$ cat config.mk
export PLATFORM = sky130hd
export DESIGN_NAME = tsr_alu
export DESIGN_NICKNAME = d
export VERILOG_FILES = /design/src/rtl/tsr_pkg.sv /design/src/rtl/tsr_alu.sv
export SDC_FILE = /design/constraint.sdc
export NUM_CORES = 1
export LEC_CHECK = 0
export BUFFER_PORTS_ARGS = -buffer_cell sky130_fd_sc_hd__buf_2
export CAP_MARGIN = 30
export CORE_MARGIN = 8
export CORE_UTILIZATION = 58
export DETAILED_ROUTE_END_ITERATION = 8
export PLACE_DENSITY_LB_ADDON = 0.2
export SYNTH_ARGS = -nofsm -noshare
export SYNTH_HDL_FRONTEND = slang
export SYNTH_SLANG_ARGS = --single-unit
export TNS_END_PERCENT = 20
$ cat constraint.sdc
create_clock -name vclk -period 10.22
set_input_delay 1.022 -clock vclk [all_inputs]
set_output_delay 1.022 -clock vclk [all_outputs]
set_load 0.05 [all_outputs]
$ cat src/rtl/tsr_pkg.sv
package tsr_pkg;

    localparam int BUF_DEPTH = 4096;
    localparam int BUF_AW    = $clog2(BUF_DEPTH);
    localparam int CNT_W     = BUF_AW + 1;
    localparam int CAP_W     = 13;
    localparam int POS_W     = 64;

    localparam logic [CAP_W-1:0] CAP_RESET = CAP_W'(4096);

    typedef enum logic {
        ALU_ADD,
        ALU_SUB
    } alu_op_t;

    typedef struct packed {
        alu_op_t          op;
        logic [POS_W-1:0] a;
        logic [POS_W-1:0] b;
    } alu_req_t;

    typedef struct packed {
        logic [POS_W-1:0] res;
        logic             borrow;
        logic             zero;
    } alu_rsp_t;

endpackage

$ cat src/rtl/tsr_alu.sv
module tsr_alu (
    input  tsr_pkg::alu_req_t req,
    output tsr_pkg::alu_rsp_t rsp
);
    import tsr_pkg::*;

    logic [POS_W:0] sum;

    always_comb
    begin
        case (req.op)
            ALU_ADD: sum = {1'b0, req.a} + {1'b0, req.b};
            ALU_SUB: sum = {1'b0, req.a} - {1'b0, req.b};
            default: sum = '0;
        endcase
    end

    assign rsp.res    = sum[POS_W-1:0];
    assign rsp.borrow = (req.op == ALU_SUB) && sum[POS_W];
    assign rsp.zero   = (sum[POS_W-1:0] == '0);

endmodule

Yosys cells after proc, flatten, opt, wreduce, memory -nomap -nowiden
Index checks and enable logic that the tools add are counted.
{"block": "classes", "add_sub_neg": 2, "n_mul": 0, "n_div": 0, "magnitude_cmp": 0, "eq_ne": 0, "shift": 0, "n_mux": 1, "n_bitwise": 1, "reduce_logical": 2}
{"op": "$pmux W65 S2", "n": 1}
{"op": "$add A64 B64 Y65", "n": 1}
{"op": "$sub A64 B64 Y65", "n": 1}
{"op": "$logic_not A64 Y1", "n": 1}
{"op": "$logic_and A1 B1 Y1", "n": 1}
{"op": "$not A1 Y1", "n": 1}
{"block": "word_totals", "reg_bits": 0, "latchBits": 0, "mem_bits_rw": 0, "mem_bits_ro": 0, "inputBits": 129, "out_inout_bits": 66, "mem_count": 0}

Depth between registers and ports, before layout
Gate-level depths: netlist (run 1).
{"block": "logic_depth", "depth_word": 3, "mapped_depth": 24, "depth_no_buf": 23}

Worst setup path after synthesis (run 1)
OpenSTA, ideal clock, no wires.
{"block": "synth_path", "path_kind": "input port to output port", "start": "input port req[8] in the netlist's numbering", "end": "output port rsp[0] in the netlist's numbering", "arrival_time_ns": 7.653, "required_ns": 9.198, "path_slack_ns": 1.545, "cell_stages": 23, "path_buffers": 1, "path_cell_list": "or4_1 > nor3_1 > nor3b_1 > and3_1 > and2_1 > nand2_1 > nor3b_1 > and3_1 > nor2b_1 > a21oi_1 > xnor2_1 > ha_1 > buf_2 > a21o_1 > a21o_1 > a211oi_1 > nor2_1 > o21a_1 > a311oi_1 > xnor2_1 > or4_1 > or4_1 > nor4b_2"}
{"element": "from (decl)", "line_no": "tsr_alu.sv:2", "rtl": "input tsr_pkg::alu_req_t req,"}
{"element": "to (decl)", "line_no": "tsr_alu.sv:3", "rtl": "output tsr_pkg::alu_rsp_t rsp"}

==> impl_metrics.py, run 1 <==
metrics = {
    "run_status": {
        "status": "completed",
    },
    "floorplan": {
        "die_area_um2": 12900,
        "start_util_pct": 59.5,
        "core_um2": 9240,
        "rows": 35,
        "io_pins": 195,
        "die_y_um": 113,
        "die_w_um": 113,
    },
    "worst_hold_path": {
        "holdPathStages": 5,
        "hold_class": "in -> out",
        "holdPathEnd": "rsp[2]",
        "hold_start": "req[64]",
    },
    "global_route": {
        "grt_start_max_net_pins": 41,
        "grt_pass1_vias": 6585,
        "grt_use_total_pct": 28.9,
        "antenna_found_initial": 1,
        "overflow": 0,
        "grt_pass1_wl_mm": 31.6,
    },
    "layout": {
        "final_area_um2": 6480,
        "num_antenna_cells": 0,
        "fillers": 876,
        "drive_gt1_share_pct": 21.0,
        "layout.nets": 1213,
        "design.seq.count": 0,
        "clock_buffers": 0,
        "area_delta_synth_final_pct": 17.9,
        "seq_area_um2": 0,
        "final_cells": 1145,
    },
    "pwr": {
        "p_leak_nw": 2.87,
        "combPwrFrac_pct": 100.0,
        "clock_power_share_pct": 0,
        "power.share.sequential_pct": 0,
        "ir_drop_mv": 0.111,
        "swShare_pct": 72.2,
        "powerDensity_nw_per_um2": 147,
        "p_int_uw": 265,
        "p_sw_uw": 688,
    },
    "timing": {
        "fmax_mhz": 113,
        "grt_setup_unrepaired": "false",
        "slew_viol_final": 0,
        "layout_setup_ws_ns": 1.35,
        "setup-tns-final_ns": 0,
        "slew-limit-headroom_pct": 22.4,
        "period_share_pct": 86.8,
        "hold_violations": 0,
        "tightest_slew_ns": 1.16,
        "period_needed_ns": 8.87,
        "setup_violations": 0,
        "holdWs_ns": 2.56,
    },
    "routing": {
        "via_count": 6958,
        "first_pass_iters": 8,
        "dr.first_iter.drc_count": 586,
        "ant_nets": 0,
        "drc": 0,
        "vias_per_cell": 6.08,
        "routed_wl_mm": 19.8,
        "avgRoutedWirePerCell_um": 17.3,
    },
    "placed_design": {
        "place_area_um2": 6480,
        "place_congestion": 0.945,
        "dp_cells": 1144,
        "dp_hpwl_mm": 17.3,
        "place_ws_ns": 1.51,
        "io_buffers": 195,
    },
    "cts": {
        "post_cts_resized": 0,
        "postCtsSetupBuffers": 0,
        "holdBufCountCts": 0,
    },
    "critical_path": {
        "required_ns": 9.20,
        "critPathMaxFanout": 8,
        "worstSetupEndpointType": "output port",
        "arrival_ns": 7.85,
        "start_kind": "primary input",
        "critPathKind": "in -> out",
    },
    "synthesis": {
        "ys_seq_area_share_pct": 0,
        "yosysUniqueCellTypes": 60,
        "syn-cell-area_um2": 5500,
        "syn_inst": 861,
        "synth_area_per_cell_um2": 6.39,
        "yosysWarnings": 0,
        "syn_nets": 1056,
    },
    "run": {
        "maxCapViolations": 0,
    },
}
## worst max-delay path by stage
stage,startpoint,endpoint,slack (ns),depth (start not counted)
global route,req[8],rsp[0],1.01,21
finish,req[8],rsp[0],1.35,21
detailed placement,req[8],rsp[0],1.51,21
floorplan,req[8],rsp[0],1.54,23
CTS,req[8],rsp[0],1.44,21
global placement,req[8],rsp[0],1.68,21
## layout by cell type (no fill, tap or decap), types with 4 or more instances in the layout
| cell type | instances |
|---|---|
| o21bai_1 | 12 |
| nor4_1 | 12 |
| a21oi_1 | 122 |
| inv_1 | 34 |
| nand2_1 | 71 |
| xor2_1 | 26 |
| nor2_1 | 98 |
| a211oi_1 | 8 |
| o21ai_0 | 46 |
| nand3_1 | 11 |
| and3_1 | 5 |
| nor2b_1 | 8 |
| a21o_1 | 19 |
| o211ai_1 | 6 |
| o41ai_1 | 4 |
| a221oi_1 | 4 |
| xnor2_1 | 98 |
| nand4_1 | 31 |
| or4_1 | 9 |
| o31ai_1 | 6 |
| ha_1 | 65 |
| or3_1 | 11 |
| o21ai_1 | 10 |
| o21a_1 | 8 |
| nor3_1 | 28 |
| buf_2 | 195 |
| a31oi_1 | 14 |
| nand2b_1 | 7 |
## power groups by stage
stage | logic [mW] | clock network, mW | registers, mW
6_report | 0.953 | 0 | 0
2_1_floorplan | 0.711 | 0 | 0
3_5_place_dp | 0.940 | 0 | 0
4_1_cts | 0.943 | 0 | 0
5_1_grt | 1.01 | 0 | 0
3_3_place_gp | 0.938 | 0 | 0
## critical path, stage by stage
cell and delay [ns]:
buf_2 0.11, or4_1 0.55, nor3_1 0.29, nor3b_1 0.41, and2_1 0.27, nor2b_1 0.29, a21oi_1 0.14, xnor2_1 0.17
ha_1 0.44, nand2_1 0.08, o21ai_0 0.47, a21oi_1 0.14, a2111oi_2 0.66, a2111oi_4 0.18, o41ai_1 0.67, a21boi_1 0.19
xnor2_1 0.18, or4_1 0.53, or4_1 0.43, nor4b_2 0.30, buf_2 0.32
## Yosys cell counts (5+ instances only)
| library cell | count | area [µm²] |
|---|---|---|
| and3_1 | 5 | 31.3 |
| nand2b_1 | 7 | 43.8 |
| xor2_1 | 26 | 228 |
| a31oi_1 | 14 | 87.6 |
| xnor2_1 | 98 | 858 |
| or4_1 | 9 | 67.6 |
| inv_1 | 34 | 128 |
| o211ai_1 | 6 | 45.0 |
| o21ai_1 | 10 | 50.1 |
| clkbuf_1 | 35 | 131 |
| a211oi_1 | 8 | 60.1 |
| nand3_1 | 11 | 55.1 |
| nor3_1 | 28 | 140 |
| a21o_1 | 19 | 143 |
| a21oi_1 | 122 | 611 |
| o21bai_1 | 12 | 90.1 |
| ha_1 | 65 | 813 |
| o21ai_0 | 46 | 230 |
| o31ai_1 | 6 | 45.0 |
| nand2_1 | 71 | 267 |
| or3_1 | 11 | 68.8 |
| buf_2 | 5 | 25.0 |
| o21a_1 | 8 | 60.1 |
| nor2_1 | 98 | 368 |
| nor2b_1 | 8 | 50.1 |
| nand4_1 | 31 | 194 |
| nor4_1 | 12 | 75.1 |
## metal layers
metal,routed length (µm),up-vias,global-route usage (%),share of wire (%)
li1,-,3457,-,-
met1,8750,3157,37.8,44
met2,9080,314,48.8,46
met3,1730,28,5.43,8.7
met4,255,2,4.09,1.3
met5,12,-,0,0.061
## per-stage QoR
| step | utilization (%) | power [mW] |
|---|---|---|
| final | 70.2 | 0.953 |
| after global routing | 70.2 | 1.01 |
| after CTS | 70.1 | 0.943 |
| after detailed placement | 70.1 | 0.940 |
| after global placement | 70.1 | 0.938 |
| after floorplan | - | 0.711 |
## cell type report
| cell class | count | area (µm²) | share of cell area [%] |
|---|---|---|---|
| Multi-Input combinational cell | 783 | 5190 | 80.1 |
| Timing Repair Buffer | 199 | 1000 | 15.5 |
| Tap cell | 129 | 161 | 2.49 |
| Inverter | 34 | 128 | 1.97 |
## cells by family after synthesis
family	share of synthesized area, %
and+or+nand+nor	27.0
AOI/OAI and AO/OA	32.3
xor gates and xnor gates	19.8
buffers and inverters	5.58
adders and majority gates	15.2
muxes	0.182
(Power assumes the default switching activity.)
==> run 2, diff against run 1 <==
--- a/config.mk
+++ b/config.mk
@@ -7,10 +7,12 @@
 export LEC_CHECK = 0
 export BUFFER_PORTS_ARGS = -buffer_cell sky130_fd_sc_hd__buf_2
 export CAP_MARGIN = 30
+export CORE_ASPECT_RATIO = 0.5
 export CORE_MARGIN = 8
 export CORE_UTILIZATION = 58
 export DETAILED_ROUTE_END_ITERATION = 8
 export PLACE_DENSITY_LB_ADDON = 0.2
+export SETUP_SLACK_MARGIN = 0.5
 export SYNTH_ARGS = -nofsm -noshare
 export SYNTH_HDL_FRONTEND = slang
 export SYNTH_SLANG_ARGS = --single-unit
==> impl_metrics.py, run 2 (synthesized netlist as in run 1, its figures left out) <==
metrics = {
    "run_status": {
        "status": "completed",
    },
    "pwr": {
        "ir_drop_mv": 0.114,
        "p_leak_nw": 2.86,
        "p_total_uw": 959,
        "powerDensity_nw_per_um2": 148,
    },
    "timing": {
        "tightest_slew_ns": 1.11,
        "hold_violations": 0,
        "grt_setup_unrepaired": "false",
        "slew_viol_final": 0,
        "period_share_pct": 89.9,
        "period_needed_ns": 9.19,
        "setup_violations": 0,
        "fmax_mhz": 109,
        "setup-tns-final_ns": 0,
        "slew-limit-headroom_pct": 25.9,
    },
    "layout": {
        "num_antenna_cells": 0,
        "clock_buffers": 0,
        "design.seq.count": 0,
        "final_common_cell": "buf_2",
        "layout.nets": 1211,
        "layout_common_cells": "195 x buf_2, 122 x a21oi_1, 98 x nor2_1, 98 x xnor2_1, 71 x nand2_1",
        "drive_gt1_share_pct": 20.8,
        "final_area_um2": 6460,
        "seq_area_um2": 0,
        "area_delta_synth_final_pct": 17.5,
    },
    "critical_path": {
        "critPathMaxFanout": 8,
        "crit_top_cell": "or4_1",
        "required_ns": 9.20,
        "slowest_delay_ns": 0.59,
        "critical-path-slowest-cell": "nor3b_1",
        "worstSetupEndpointType": "output port",
        "path_delay_family": "simple AND/OR/NAND/NOR gates",
        "start_kind": "primary input",
        "critPathKind": "in -> out",
        "cp.buffers_inverters": 2,
        "arrival_ns": 8.16,
        "crit_chain": "buf_2 -> or4_1 -> nor3_1 -> nor3b_1 -> and3_1 -> and2_1 -> nand2_1 -> nor3b_1 -> and3_1 -> nor2b_1 -> a21oi_1 -> xnor2_1 -> ha_1 -> a21o_1 -> a21o_1 -> a211oi_1 -> nor2_1 -> o21a_1 -> a311oi_1 -> xnor2_1 -> or4_1 -> or4_1 -> nor4b_2 -> buf_2",
    },
    "routing": {
        "drc": 0,
        "via_count": 7103,
        "avgRoutedWirePerCell_um": 18.1,
        "routed_wl_mm": 20.5,
        "vias_per_cell": 6.26,
        "first_pass_iters": 5,
        "ant_nets": 0,
        "dr.first_iter.drc_count": 587,
    },
    "floorplan": {
        "core_um2": 9320,
        "io_pins": 195,
        "die_y_um": 84.8,
        "die_w_um": 154,
        "rows": 25,
        "start_util_pct": 59.0,
        "die_area_um2": 13000,
    },
    "cts": {
        "postCtsSetupBuffers": 0,
        "post_cts_resized": 0,
        "holdBufCountCts": 0,
    },
    "global_route": {
        "overflow": 0,
        "grt_start_max_net_pins": 65,
        "grt_pass1_vias": 6611,
        "antenna_found_initial": 0,
        "grt_use_total_pct": 28.9,
        "grt_pass1_wl_mm": 32.4,
    },
    "placed_design": {
        "dp_hpwl_mm": 17.8,
        "io_buffers": 195,
        "place_area_um2": 6460,
        "place_congestion": 0.981,
    },
    "run": {
        "maxCapViolations": 0,
    },
    "worst_hold_path": {
        "hold_class": "in -> out",
    },
}
-- run 2: worst min-delay path, stage by stage --
cell and delay [ns]:
buf_2 0.09, inv_1 0.04, ha_1 0.14, inv_1 0.04, buf_2 0.20
-- run 2: area by class of cell --
class | count | area [µm²]
Inverter | 34 | 128
Multi-Input combinational cell | 783 | 5190
Fill cell | 857 | 2860
Tap cell | 121 | 151
Timing Repair Buffer | 197 | 991
-- run 2: where the power goes --
part	switching [mW]	total (mW)	leakage (nW)	internal (mW)
combinational	0.695	0.959	2.86	0.264
sequential	0	0	0	0
clock	0	0	0	0
total	0.695	0.959	2.86	0.264
-- run 2: worst paths after layout --
check / endpoint / cells after the start / slack (ns) / from
max: rsp[0] / 24 / 1.03 / req[7]
min: rsp[2] / 5 / 2.56 / req[64]
-- run 2: per-stage QoR --
step | hold slack [ns] | setup WS, ns | instances | utilization [%]
6_report | 2.56 | 1.03 | 1135 | 69.3
5_1_grt | 2.61 | 0.544 | 1135 | 69.3
2_1_floorplan | 2.36 | 1.54 | 861 | -
3_3_place_gp | 2.54 | 1.45 | 1135 | 69.3
3_5_place_dp | 2.57 | 1.18 | 1135 | 69.3
4_1_cts | 2.56 | 1.17 | 1135 | 69.3
-- run 2: routing by layer --
metal | global-route usage [%] | share of wire [%] | vias up
met4 | 5.91 | 2.2 | 0
met1 | 38.5 | 44 | 3250
li1 | - | - | 3446
met3 | 3.50 | 9.3 | 41
met2 | 49.2 | 45 | 366
met5 | 0 | 0 | -
